$ cat src/hdl/bblp_pkg.sv
// ----------------------------------------------------------------------------
// Box blur line pass package
// Shared widths, register indexes and the control/status bundles.
// ----------------------------------------------------------------------------
`timescale 1ns / 1ps
`default_nettype none

package bblp_pkg;

    localparam int MAX_RADIUS  = 16;
    localparam int STORE_DEPTH = 2 * MAX_RADIUS + 1;
    localparam int IDX_W       = $clog2(STORE_DEPTH);
    localparam int NUM_CH      = 4;
    localparam int CH_W        = 8;
    localparam int PIX_W       = NUM_CH * CH_W;
    localparam int SUM_W       = $clog2(STORE_DEPTH * ((1 << CH_W) - 1) + 1);
    localparam int CNT_W       = $clog2(STORE_DEPTH + 1);
    localparam int STEP_W      = $clog2(SUM_W);
    localparam int RAD_W       = 5;
    localparam int LEN_W       = 16;
    localparam int CFG_IDX_W   = 1;
    localparam int CFG_W       = LEN_W;

    localparam logic [CFG_IDX_W-1:0] REG_RADIUS      = 1'd0;
    localparam logic [CFG_IDX_W-1:0] REG_LINE_LENGTH = 1'd1;

    localparam logic [RAD_W-1:0] RADIUS_RESET      = 5'd1;
    localparam logic [LEN_W-1:0] LINE_LENGTH_RESET = 16'd640;

    typedef logic [NUM_CH-1:0][SUM_W-1:0] sum_vec_t;
    typedef logic [NUM_CH-1:0][CH_W-1:0]  chan_vec_t;

    typedef struct packed {
        logic accept;
        logic mem_rd;
        logic drop;
        logic div_start;
        logic load_out;
        logic advance;
        logic finish;
    } ctrl_cmd_t;

    typedef struct packed {
        logic emit_go;
        logic need_drop;
        logic div_done;
        logic out_free;
    } dp_status_t;

endpackage

`default_nettype wire

$ cat src/hdl/bblp_div.sv
// ----------------------------------------------------------------------------
// Box blur channel divider
// Four restoring divider lanes sharing one divisor, one quotient bit a cycle.
// ----------------------------------------------------------------------------
`timescale 1ns / 1ps
`default_nettype none

module bblp_div
    import bblp_pkg::*;
(
    input  wire logic             clk,
    input  wire logic             rst_n,
    input  wire logic             start,
    input  wire sum_vec_t         dividend,
    input  wire logic [CNT_W-1:0] divisor,
    output logic                  done,
    output chan_vec_t             quotient
);

    logic                         busy_reg;
    logic                         done_reg;
    logic [STEP_W-1:0]            step_reg;
    sum_vec_t                     q_reg;
    sum_vec_t                     q_next;
    logic [NUM_CH-1:0][CNT_W-1:0] rem_reg;
    logic [NUM_CH-1:0][CNT_W-1:0] rem_next;
    logic [CNT_W-1:0]             div_reg;
    logic                         zero_reg;
    logic [CNT_W:0]               rem_sh;
    logic                         fits;

    always_comb
    begin
        rem_sh = '0;
        fits   = 1'b0;
        for (int c = 0; c < NUM_CH; c++)
        begin
            rem_sh      = {rem_reg[c], q_reg[c][SUM_W-1]};
            fits        = (rem_sh >= {1'b0, div_reg});
            rem_next[c] = fits ? CNT_W'(rem_sh - {1'b0, div_reg}) : CNT_W'(rem_sh);
            q_next[c]   = {q_reg[c][SUM_W-2:0], fits};
        end
    end

    always_ff @(posedge clk or negedge rst_n)
    begin
        if (!rst_n)
        begin
            busy_reg <= 1'b0;
            done_reg <= 1'b0;
            step_reg <= '0;
        end
        else if (start)
        begin
            busy_reg <= 1'b1;
            done_reg <= 1'b0;
            step_reg <= '0;
        end
        else if (busy_reg)
        begin
            step_reg <= step_reg + 1'b1;
            if (step_reg == STEP_W'(SUM_W - 1))
            begin
                busy_reg <= 1'b0;
                done_reg <= 1'b1;
            end
        end
        else
        begin
            done_reg <= 1'b0;
        end
    end

    always_ff @(posedge clk)
    begin
        if (start)
        begin
            q_reg    <= dividend;
            rem_reg  <= '0;
            div_reg  <= divisor;
            zero_reg <= (divisor == '0);
        end
        else if (busy_reg)
        begin
            q_reg   <= q_next;
            rem_reg <= rem_next;
        end
    end

    always_comb
    begin
        for (int c = 0; c < NUM_CH; c++)
        begin
            quotient[c] = zero_reg ? '0 : q_reg[c][CH_W-1:0];
        end
    end

    assign done = done_reg;

endmodule

`default_nettype wire

$ cat src/hdl/bblp_ctrl.sv
// ----------------------------------------------------------------------------
// Box blur controller
// Sequences accept, window drop, divide, output and line bookkeeping.
// ----------------------------------------------------------------------------
`timescale 1ns / 1ps
`default_nettype none

module bblp_ctrl
    import bblp_pkg::*;
(
    input  wire logic       clk,
    input  wire logic       rst_n,
    input  wire logic       in_valid,
    output logic            in_ready,
    input  wire dp_status_t status,
    output ctrl_cmd_t       cmd
);

    localparam logic [2:0] S_IDLE  = 3'd0;
    localparam logic [2:0] S_CHECK = 3'd1;
    localparam logic [2:0] S_DROP  = 3'd2;
    localparam logic [2:0] S_START = 3'd3;
    localparam logic [2:0] S_DIV   = 3'd4;
    localparam logic [2:0] S_OUT   = 3'd5;

    logic [2:0] state_reg;
    logic [2:0] state_next;

    always_comb
    begin
        state_next = state_reg;
        cmd        = '0;
        in_ready   = 1'b0;
        unique case (state_reg)
            S_IDLE:
            begin
                in_ready   = 1'b1;
                cmd.accept = in_valid;
                if (in_valid)
                begin
                    state_next = S_CHECK;
                end
            end
            S_CHECK:
            begin
                if (status.emit_go)
                begin
                    if (status.need_drop)
                    begin
                        cmd.mem_rd = 1'b1;
                        state_next = S_DROP;
                    end
                    else
                    begin
                        state_next = S_START;
                    end
                end
                else
                begin
                    cmd.finish = 1'b1;
                    state_next = S_IDLE;
                end
            end
            S_DROP:
            begin
                cmd.drop   = 1'b1;
                state_next = S_START;
            end
            S_START:
            begin
                cmd.div_start = 1'b1;
                state_next    = S_DIV;
            end
            S_DIV:
            begin
                if (status.div_done)
                begin
                    state_next = S_OUT;
                end
            end
            S_OUT:
            begin
                if (status.out_free)
                begin
                    cmd.load_out = 1'b1;
                    cmd.advance  = 1'b1;
                    state_next   = S_CHECK;
                end
            end
            default:
            begin
                state_next = S_IDLE;
            end
        endcase
    end

    always_ff @(posedge clk or negedge rst_n)
    begin
        if (!rst_n)
        begin
            state_reg <= S_IDLE;
        end
        else
        begin
            state_reg <= state_next;
        end
    end

`ifndef SYNTHESIS
    a_load_needs_room: assert property (@(posedge clk) disable iff (!rst_n)
        cmd.load_out |-> status.out_free)
        else $error("output loaded while the output register is full");

    a_start_enters_div: assert property (@(posedge clk) disable iff (!rst_n)
        cmd.div_start |=> (state_reg == S_DIV))
        else $error("divider started without waiting for it");

    a_busy_after_accept: assert property (@(posedge clk) disable iff (!rst_n)
        cmd.accept |=> !in_ready)
        else $error("new request taken before the previous one was processed");

    a_read_then_drop: assert property (@(posedge clk) disable iff (!rst_n)
        cmd.mem_rd |=> cmd.drop)
        else $error("window read not followed by a drop");
`endif

endmodule

`default_nettype wire

$ cat src/hdl/bblp_dp.sv
// ----------------------------------------------------------------------------
// Box blur datapath
// Configuration, running sums, window store, divider and output register.
// ----------------------------------------------------------------------------
`timescale 1ns / 1ps
`default_nettype none

module bblp_dp
    import bblp_pkg::*;
(
    input  wire logic                 clk,
    input  wire logic                 rst_n,
    input  wire logic                 cfg_we,
    input  wire logic [CFG_IDX_W-1:0] cfg_index,
    input  wire logic [CFG_W-1:0]     cfg_data,
    input  wire logic [PIX_W-1:0]     in_data,
    input  wire ctrl_cmd_t            cmd,
    output dp_status_t                status,
    input  wire logic                 out_ready,
    output logic                      out_valid,
    output logic [PIX_W-1:0]          out_data,
    output logic                      out_last
);

    logic [RAD_W-1:0]   radius_reg;
    logic [LEN_W-1:0]   len_reg;
    logic [RAD_W-1:0]   r_eff;
    logic [LEN_W-1:0]   len_eff;

    logic [PIX_W-1:0]   store [STORE_DEPTH];
    logic [PIX_W-1:0]   rd_data_reg;

    sum_vec_t           sum_reg;
    logic [CNT_W-1:0]   cnt_reg;
    logic [LEN_W-1:0]   pos_reg;
    logic [IDX_W-1:0]   wr_idx_reg;
    logic [IDX_W-1:0]   rd_idx_reg;
    logic [PIX_W-1:0]   pix_reg;
    logic [LEN_W-1:0]   x_reg;
    logic [CNT_W-1:0]   n_reg;
    logic               last_reg;
    logic               ge_reg;

    logic               last_in;
    logic               ge_in;
    logic [LEN_W-1:0]   x_init;
    logic [IDX_W:0]     span;
    logic [IDX_W:0]     rd_diff;
    logic [IDX_W-1:0]   rd_init;

    logic               div_done;
    chan_vec_t          quot;

    logic               out_valid_reg;
    logic [PIX_W-1:0]   out_data_reg;
    logic               out_last_reg;

    assign r_eff   = ((RAD_W + 1)'(radius_reg) > (RAD_W + 1)'(MAX_RADIUS)) ?
                     RAD_W'(MAX_RADIUS) : radius_reg;
    assign len_eff = (len_reg == '0) ? LEN_W'(1) : len_reg;

    assign last_in = ((LEN_W + 1)'(pos_reg) + 1'b1) >= (LEN_W + 1)'(len_eff);
    assign ge_in   = pos_reg >= LEN_W'(r_eff);
    assign x_init  = ge_in ? (pos_reg - LEN_W'(r_eff)) : '0;
    assign span    = (IDX_W + 1)'({r_eff, 1'b1});
    assign rd_diff = {1'b0, wr_idx_reg} - span;
    assign rd_init = rd_diff[IDX_W] ? (rd_diff[IDX_W-1:0] + IDX_W'(STORE_DEPTH)) :
                     rd_diff[IDX_W-1:0];

    always_comb
    begin
        status.emit_go   = last_reg ?
                           ((x_reg < len_eff) && (n_reg < CNT_W'(STORE_DEPTH))) :
                           ((n_reg == '0) && ge_reg);
        status.need_drop = (LEN_W + 1)'(x_reg) >= ((LEN_W + 1)'(r_eff) + 1'b1);
        status.div_done  = div_done;
        status.out_free  = !out_valid_reg || out_ready;
    end

    always_ff @(posedge clk or negedge rst_n)
    begin
        if (!rst_n)
        begin
            radius_reg <= RADIUS_RESET;
            len_reg    <= LINE_LENGTH_RESET;
        end
        else if (cfg_we)
        begin
            unique case (cfg_index)
                REG_RADIUS:      radius_reg <= cfg_data[RAD_W-1:0];
                REG_LINE_LENGTH: len_reg    <= cfg_data[LEN_W-1:0];
                default:         ;
            endcase
        end
    end

    always_ff @(posedge clk)
    begin
        if (cmd.finish)
        begin
            store[wr_idx_reg] <= pix_reg;
        end
        if (cmd.mem_rd)
        begin
            rd_data_reg <= store[rd_idx_reg];
        end
    end

    always_ff @(posedge clk or negedge rst_n)
    begin
        if (!rst_n)
        begin
            sum_reg    <= '0;
            cnt_reg    <= '0;
            pos_reg    <= '0;
            wr_idx_reg <= '0;
            rd_idx_reg <= '0;
            x_reg      <= '0;
            n_reg      <= '0;
            last_reg   <= 1'b0;
            ge_reg     <= 1'b0;
        end
        else
        begin
            if (cmd.accept)
            begin
                for (int c = 0; c < NUM_CH; c++)
                begin
                    sum_reg[c] <= sum_reg[c] + SUM_W'(in_data[c*CH_W +: CH_W]);
                end
                cnt_reg    <= cnt_reg + 1'b1;
                x_reg      <= x_init;
                n_reg      <= '0;
                last_reg   <= last_in;
                ge_reg     <= ge_in;
                rd_idx_reg <= rd_init;
            end
            else if (cmd.drop)
            begin
                for (int c = 0; c < NUM_CH; c++)
                begin
                    sum_reg[c] <= sum_reg[c] - SUM_W'(rd_data_reg[c*CH_W +: CH_W]);
                end
                cnt_reg <= cnt_reg - 1'b1;
            end
            else if (cmd.advance)
            begin
                x_reg      <= x_reg + 1'b1;
                n_reg      <= n_reg + 1'b1;
                rd_idx_reg <= (rd_idx_reg == IDX_W'(STORE_DEPTH - 1)) ? '0 :
                              (rd_idx_reg + 1'b1);
            end
            else if (cmd.finish)
            begin
                if (last_reg)
                begin
                    sum_reg    <= '0;
                    cnt_reg    <= '0;
                    pos_reg    <= '0;
                    wr_idx_reg <= '0;
                end
                else
                begin
                    pos_reg    <= pos_reg + 1'b1;
                    wr_idx_reg <= (wr_idx_reg == IDX_W'(STORE_DEPTH - 1)) ? '0 :
                                  (wr_idx_reg + 1'b1);
                end
            end
        end
    end

    always_ff @(posedge clk)
    begin
        if (cmd.accept)
        begin
            pix_reg <= in_data;
        end
    end

    bblp_div u_div (
        .clk      (clk),
        .rst_n    (rst_n),
        .start    (cmd.div_start),
        .dividend (sum_reg),
        .divisor  (cnt_reg),
        .done     (div_done),
        .quotient (quot)
    );

    always_ff @(posedge clk or negedge rst_n)
    begin
        if (!rst_n)
        begin
            out_valid_reg <= 1'b0;
        end
        else if (cmd.load_out)
        begin
            out_valid_reg <= 1'b1;
        end
        else if (out_ready)
        begin
            out_valid_reg <= 1'b0;
        end
    end

    always_ff @(posedge clk)
    begin
        if (cmd.load_out)
        begin
            out_data_reg <= quot;
            out_last_reg <= ((LEN_W + 1)'(x_reg) + 1'b1) == (LEN_W + 1)'(len_eff);
        end
    end

    assign out_valid = out_valid_reg;
    assign out_data  = out_data_reg;
    assign out_last  = out_last_reg;

endmodule

`default_nettype wire

$ cat src/hdl/box_blur_line_pass_core.sv
// ----------------------------------------------------------------------------
// Box blur line pass core
// One-dimensional box average over a line of ARGB pixels.
// Pixels enter on the s_axis stream in line order, one request at a time.
// Averaged pixels leave on the m_axis stream, lagging the input by radius
// pixels; m_axis_tlast marks the final pixel of each line.
// A pixel that yields no result only passes the check state. Each result
// drops the pixel leaving the window, if any, then runs the 14-step serial
// divider that all four channels share. The last pixel of a line flushes up
// to radius + 1 results before the next pixel is taken. Radius and line
// length are written through cfg_we, cfg_index and cfg_data while the stream
// is idle, a rule for the user that the core does not enforce, and take
// effect with the next pixel. Reset clears the sums, the line position and
// the output register and loads radius 1 and line length 640; the window
// store needs no clearing. A stalled receiver holds the result in the output
// register and blocks further progress once the next result is ready.
// ----------------------------------------------------------------------------
`timescale 1ns / 1ps
`default_nettype none

module box_blur_line_pass_core
    import bblp_pkg::*;
(
    input  wire logic                 clk,
    input  wire logic                 rst_n,
    input  wire logic                 cfg_we,
    input  wire logic [CFG_IDX_W-1:0] cfg_index,
    input  wire logic [CFG_W-1:0]     cfg_data,
    input  wire logic                 s_axis_tvalid,
    output logic                      s_axis_tready,
    // in_alpha [7:0], in_red [15:8], in_green [23:16], in_blue [31:24]
    input  wire logic [PIX_W-1:0]     s_axis_tdata,
    output logic                      m_axis_tvalid,
    input  wire logic                 m_axis_tready,
    // out_alpha [7:0], out_red [15:8], out_green [23:16], out_blue [31:24]
    output logic [PIX_W-1:0]          m_axis_tdata,
    output logic                      m_axis_tlast
);

    ctrl_cmd_t  cmd;
    dp_status_t status;

    bblp_ctrl u_ctrl (
        .clk      (clk),
        .rst_n    (rst_n),
        .in_valid (s_axis_tvalid),
        .in_ready (s_axis_tready),
        .status   (status),
        .cmd      (cmd)
    );

    bblp_dp u_dp (
        .clk       (clk),
        .rst_n     (rst_n),
        .cfg_we    (cfg_we),
        .cfg_index (cfg_index),
        .cfg_data  (cfg_data),
        .in_data   (s_axis_tdata),
        .cmd       (cmd),
        .status    (status),
        .out_ready (m_axis_tready),
        .out_valid (m_axis_tvalid),
        .out_data  (m_axis_tdata),
        .out_last  (m_axis_tlast)
    );

endmodule

`default_nettype wire

$ cat config.mk
export PLATFORM = sky130hd
export DESIGN_NAME = box_blur_line_pass_core
export DESIGN_NICKNAME = d
export VERILOG_FILES = /design/src/hdl/bblp_pkg.sv /design/src/hdl/bblp_div.sv /design/src/hdl/bblp_ctrl.sv /design/src/hdl/bblp_dp.sv /design/src/hdl/box_blur_line_pass_core.sv
export SDC_FILE = /design/constraint.sdc
export NUM_CORES = 2
export LEC_CHECK = 0
export BUFFER_PORTS_ARGS = -buffer_cell sky130_fd_sc_hd__buf_2
export CAP_MARGIN = 30
export CORE_UTILIZATION = 60
export CTS_CLUSTER_DIAMETER = 50
export DETAILED_ROUTE_END_ITERATION = 7
export GPL_TIMING_DRIVEN = 0
export MAX_ROUTING_LAYER = met4
export PLACE_DENSITY = 0.76
export SYNTH_ARGS = -nofsm -noshare
export SYNTH_HDL_FRONTEND = slang
export SYNTH_SLANG_ARGS = --single-unit
$ cat constraint.sdc
create_clock -name clk -period 6.55 [get_ports clk]
set_input_delay 0.655 -clock clk [delete_from_list [all_inputs] [get_ports clk]]
set_output_delay 0.655 -clock clk [all_outputs]
set_load 0.005 [all_outputs]
### After elaboration in Yosys (flattened, before gate mapping)

Memory sizes are Yosys's and may differ from the RTL's. A register that Yosys moved wholly into a read port is not among the register bits.
Cells that the tools add are included.

* flip-flop bits (word level): 297
* memory bits (writable): 1056
* output and inout bits: 35
* memories kept: 1

* add/sub/neg operators: 26
* $lt $le $gt $ge: 10
* equality and inequality tests: 15
* multiplexer cells: 63
* bitwise operators: 4
* reductions and logical operators: 19

Memories
* u_dp.store: depth 33, width 32, read ports 1, clocked after Yosys merged registers in 1, wr ports 1, line bblp_dp.sv:30 `logic [PIX_W-1:0] store [STORE_DEPTH];`

Operator list (number)
* two-way mux 56 bit: 7
* two-way mux 6 bit: 19
* two-way mux 16 bit: 6
* adder 14 x 8 -> 14 bit: 4
* subtractor 14 x 8 -> 14 bit: 4
* adder 16 x 1 -> 17 bit (second input constant): 2
* adder 16 x 1 -> 16 bit (second input constant): 2
* >= comparator 7 x 6 -> 1 bit: 4
* adder 6 x 1 -> 6 bit (second input constant): 4
* subtractor 6 bit: 4
* two-way mux 1 bit: 21
* one-hot mux 3 bit (6 select lines): 1
* equality test 17 x 16 -> 1 bit: 1
* >= comparator 16 x 17 -> 1 bit: 1
* >= comparator 17 x 16 -> 1 bit: 1
* >= comparator 16 x 5 -> 1 bit: 1
* zero test 16 bit: 1
* less-than comparator 16 bit: 1
* subtractor 16 x 5 -> 16 bit: 1
* equality test 6 bit (second input constant): 2
* zero test 6 bit: 2
* two-way mux 3 bit: 4
* two-way mux 4 bit: 2
* subtractor 6 x 6 -> 7 bit: 1
* other kinds (26): 41

### Logic depth before layout (Yosys ltp)

* depth after elaboration: 11
* depth in mapped cells: 14

### Modules after synthesis

From an unflattened synthesis, not the netlist that was laid out.

* cell total of the unflattened synthesis: 3818
* area, all modules: 60714.5 um^2

By module, submodules not included
* bblp_dp: instances 1, cells each 3328, area an instance 55065.3 um^2, sequential area each 38030.2 um^2
* bblp_div: instances 1, cells each 463, area an instance 5383.9 um^2, sequential area each 2522.4 um^2
* bblp_ctrl: instances 1, cells each 27, area an instance 265.3 um^2, sequential area each 75.1 um^2

### Worst setup path before layout

Ideal clock, no wire load.

* path type: register to register
* start point: reg u_dp.len_reg[9]
* end point: mem u_dp.store[32][0] (netlist bit), enable pin
* arrival: 4371 ps
* data required time: 6089 ps
* setup slack: 1718 ps
* cell stages (with the launch flop): 10
* buffers on the path: 1
* cell sequence: dfstp_2 nor4_1 a41o_1 ha_1 nor2b_1 o211ai_1 a211oi_1 o311ai_4 clkbuf_1 nor3_1

* longest elaborated chain between the ends: 9

RTL lines
* start, declared: line bblp_dp.sv:26 `logic [LEN_W-1:0] len_reg;`
* start signal, assigned: line bblp_dp.sv:91 `REG_LINE_LENGTH: len_reg <= cfg_data[LEN_W-1:0];`
* zero test 16 bit: line bblp_dp.sv:60 `assign len_eff = (len_reg == '0) ? LEN_W'(1) : len_reg;`
* two-way mux 16 bit *: line bblp_dp.sv:60
* less-than comparator 16 bit *: line bblp_dp.sv:73 `((x_reg < len_eff) && (n_reg < CNT_W'(STORE_DEPTH))) :`
* logical AND 1 bit *: line bblp_dp.sv:73
* two-way mux 1 bit *: line bblp_dp.sv:72 `status.emit_go = last_reg ?`
* two-way mux 1 bit *: line bblp_ctrl.sv:46 `if (status.emit_go)`
* two-way mux 1 bit *: line bblp_ctrl.sv:34 `unique case (state_reg)`
* two-way mux 1 bit *: line bblp_dp.sv:99 `if (cmd.finish)`
* two-way mux 1 bit (not written as such) *: line bblp_dp.sv:101 `store[wr_idx_reg] <= pix_reg;`
* end, declared: line bblp_dp.sv:30

Mark *: on every way between the ends. The rest lies on a longest branch, timed or not.

### Worst setup path after layout

* start point: reg u_dp.len_reg[9]
* end point: mem u_dp.store[12][8] (netlist bit), enable pin

The elaborated chain is that of the path after synthesis.

==> flow_summary.rst <==
.. list-table::
   :header-rows: 1

   * - Metric
     - Value
   * - Post-route cell area
     - slightly below 0.07 mm2
   * - Horizontal extent of the die
     - about 320 um
   * - Setup TNS
     - 0 ps
   * - Count of max-cap constraint violations
     - 0
   * - Finished Core Util
     - 0.703
   * - Power density over cell area
     - about 470 mW/mm2
   * - RSZ-0062 raised after global routing
     - false
   * - First-pass GRT wire length
     - approximately 240 mm
   * - Inst Count DP
     - 5109
   * - Gr ovfl total
     - 0
   * - DR WL met3
     - 16.8 mm
   * - Smallest hold slack
     - 115 ps
   * - Layout cell share with drive strength beyond 1
     - 0.200
   * - Number of flip-flops under the largest register name
     - approximately 1100
   * - Post-route DRC violation count
     - 0
   * - Endpoint arrival time on the critical path
     - ~5600 ps
   * - Final Net Count
     - 4221
   * - Final setup violation count
     - 0
   * - Final Non-Filler Cells
     - 5415
   * - Number of port buffers
     - 88
   * - HPWL Detailed
     - 108 mm
   * - Skew final
     - approximately 32 ps
   * - Total vias in the final route
     - 36800
   * - Mean instance size in the synthesized netlist
     - 16.4 um2
   * - Hold violation total from the final report
     - 0
   * - Overall die area
     - 0.101 mm2
   * - Insertion delay to the later sink of the worst-skew pair
     - 780 ps
   * - Top post-synthesis cells by area
     - sky130_fd_sc_hd__edfxtp_1, sky130_fd_sc_hd__mux4_2, sky130_fd_sc_hd__dfrtp_1
   * - Transition time at the pin with the least slew margin
     - 1160 ps
   * - Uppermost routed layer
     - met4
   * - Via count of the first global-routing pass
     - between 30000 and 40000
   * - Postcts setup bufs
     - 0
   * - Result of the run
     - completed
   * - Detail-routed via count per cell
     - 6.80
   * - Number of enable-type register cells in the synthesized netlist
     - roughly 1200
   * - Min cycle time layout
     - 5140 ps
   * - Die height
     - 318 um
   * - Pin count of the biggest net entering global routing
     - 90
   * - Number of ports placed on the die boundary
     - 89
   * - Crit-path max FO
     - 17
   * - Std cell rows
     - 115
   * - Total Routing Usage GR
     - 0.341
   * - Yosys warning total
     - 0
   * - Met2 Wirelength
     - 85.8 mm
   * - Total routed wire length on the met1 layer
     - between 60 and 70 mm
   * - Worst voltage drop across the vdd grid
     - ~0.0003 V
   * - Weighted congestion at the end of routability-driven global placement
     - roughly 0.93
   * - Leakage dissipation
     - 24.2 nW
   * - Core Footprint
     - 0.0987 mm2
   * - Count of antenna-violating nets left after detailed routing
     - 0
   * - Largest area contributor in the synthesized netlist
     - sky130_fd_sc_hd__edfxtp_1
   * - Slew Limit Headroom
     - 0.225
   * - Endpoint class of the critical path
     - register
   * - Area Overhead vs Synth
     - 15.6%
   * - Slew Viols, Final
     - 0
   * - Antenna violations before repair
     - 4
   * - Htree depth
     - 4
   * - Post-synthesis register bit count
     - 1385
   * - Detail-routed net length per standard cell
     - 31.6 um
   * - Library cells used by synthesis
     - 84
   * - Top FF cell, synth
     - sky130_fd_sc_hd__edfxtp_1
   * - Clock root buffer
     - sky130_fd_sc_hd__clkbuf_16
   * - Clock-pin slew reported for the worst setup and hold paths after clock tree synthesis
     - 60 ps
   * - Clock sink total
     - 1385
   * - Hold Path Class
     - primary input to register
   * - Initial cell density of the core
     - 0.608
   * - Synthesized Nets
     - ~3900
   * - Total wire length
     - 171 mm
   * - Achievable clock frequency
     - between 0.15 and 0.2 GHz
   * - CTS buffer count
     - 147
   * - Sort of element at the start of the critical path
     - register
   * - Number of cells produced by synthesis
     - around 3700
   * - Synthesized cell area
     - approximately 0.06 mm2
   * - Proportion of synthesized flip-flops having asynchronous set or reset
     - 0.105
   * - Category of the most critical setup path
     - register to register
   * - Final worst path period share
     - 0.785
   * - Length of the first detailed-routing pass in iterations
     - 6
   * - Sequential cell area fraction in the yosys report
     - 0.677
   * - DRC marker count from the first detailed-route iteration
     - roughly 5200
   * - Standard cell area after detailed placement
     - 0.0637 mm2
   * - Maximum buffer depth of the clock tree
     - 3
   * - Area share of the leading cell type in the synthesized netlist
     - 0.609
   * - CTS tree
     - built
   * - Quantity of gates resized following cts
     - 0
   * - Endpoint required time on the critical path
     - 7010 ps
-- critical path, stage by stage, from the launching register on --
cell	delay, ps
sky130_fd_sc_hd__dfstp_2	560
sky130_fd_sc_hd__nor4_1	90
sky130_fd_sc_hd__a41o_1	290
sky130_fd_sc_hd__ha_1	190
sky130_fd_sc_hd__nor2b_1	110
sky130_fd_sc_hd__o211ai_1	100
sky130_fd_sc_hd__a211oi_1	750
sky130_fd_sc_hd__o311ai_4	300
sky130_fd_sc_hd__nor2_1	400
sky130_fd_sc_hd__nand3b_1	770
sky130_fd_sc_hd__nor2_4	950
sky130_fd_sc_hd__buf_12	280
-- worst paths after layout --
| path | slack (ps) | startpoint | to | cells past startpoint |
|---|---|---|---|---|
| max | 1410 | u_dp.len_reg[9] | u_dp.store[12][8] | 11 |
| min | 110 | s_axis_tdata[12] | u_dp.pix_reg[12] | 1 |
| max reg2reg | 1410 | u_dp.len_reg[9] | u_dp.store[12][8] | 11 |
| min reg2reg | 460 | u_dp.u_div.rem_reg[17] | u_dp.u_div.rem_reg[17] | 1 |
| max in group asynchronous | 5180 | rst_n | u_dp.sum_reg[14] | 3 |
| min in group asynchronous | 440 | rst_n | u_dp.len_reg[14] | 2 |
-- where the power goes --
group	switching, mW	leakage [nW]	internal (mW)
Combinational	6.87	8.81	4.92
Sequential	0.799	13.1	11.1
Clock	3.68	2.39	4.91
Total	11.4	24.2	20.9
-- through the flow --
stage                     setup slack [ps]  power (mW)
final                                 1410        32.3
after floorplan                       1720        19.2
after CTS                             1470        31.7
after global placement                -117        22.3
after global routing                  1290        33.4
after detailed placement              1610        23.0
-- layout make-up --
| type | instances | area (um2) |
|---|---|---|
| repair buffers | 191 | 2550 |
| multi-input cells | 1979 | 18500 |
| flip-flops and latches | 1385 | 40600 |
| fillers | 6027 | 29400 |
| well taps | 1287 | 1610 |
| inverters | 128 | 480 |
| plain buffers | 170 | 661 |
| clock inverters | 89 | 1060 |
| diodes | 3 | 7.51 |
| clock buffers | 183 | 3880 |
-- logic make-up after synthesis --
group,count (synthesis),synth area share
flops,1385,0.677
xor+xnor,118,0.0172
simple gates,764,0.0591
mux,400,0.134
fa+ha+maj,165,0.0362
compound gates,531,0.0571
buf+inv,298,0.0190
other cells,1,0.0000625
-- layer usage --
layer,vias to the layer above,track usage
met2,2731,0.551
li1,15100,-
met4,0,0.154
met3,515,0.0576
met1,18500,0.426
met5,-,-
-- what timing repair did --
item                                    in CTS  in global routing
endpoints found under the setup margin       0                  0
hold buffers                                 1                  0
hold endpoints to repair                    54                  0
-- cell usage after synthesis (53+ instances only) --
| library cell | number |
|---|---|
| sky130_fd_sc_hd__o21ai_0 | 180 |
| sky130_fd_sc_hd__xnor2_1 | 77 |
| sky130_fd_sc_hd__nand3_1 | 53 |
| sky130_fd_sc_hd__a21oi_1 | 97 |
| sky130_fd_sc_hd__edfxtp_1 | 1216 |
| sky130_fd_sc_hd__dfrtp_1 | 142 |
| sky130_fd_sc_hd__nand2_1 | 305 |
| sky130_fd_sc_hd__ha_1 | 151 |
| sky130_fd_sc_hd__mux4_2 | 320 |
| sky130_fd_sc_hd__inv_1 | 125 |
| sky130_fd_sc_hd__clkbuf_1 | 132 |
| sky130_fd_sc_hd__nor2b_1 | 58 |
| sky130_fd_sc_hd__nor2_1 | 173 |
-- cell usage in the layout (no fill, tap or decap), types with 124 or more instances in the layout --
cell                        instances
sky130_fd_sc_hd__clkbuf_1         163
sky130_fd_sc_hd__nor2_1           140
sky130_fd_sc_hd__o21ai_0          180
sky130_fd_sc_hd__clkbuf_16        149
sky130_fd_sc_hd__nand2_1          305
sky130_fd_sc_hd__dfrtp_1          142
sky130_fd_sc_hd__edfxtp_1        1216
sky130_fd_sc_hd__inv_1            124
sky130_fd_sc_hd__ha_1             151
sky130_fd_sc_hd__mux4_2           320
Note: power is estimated with default switching activity, not from simulation.
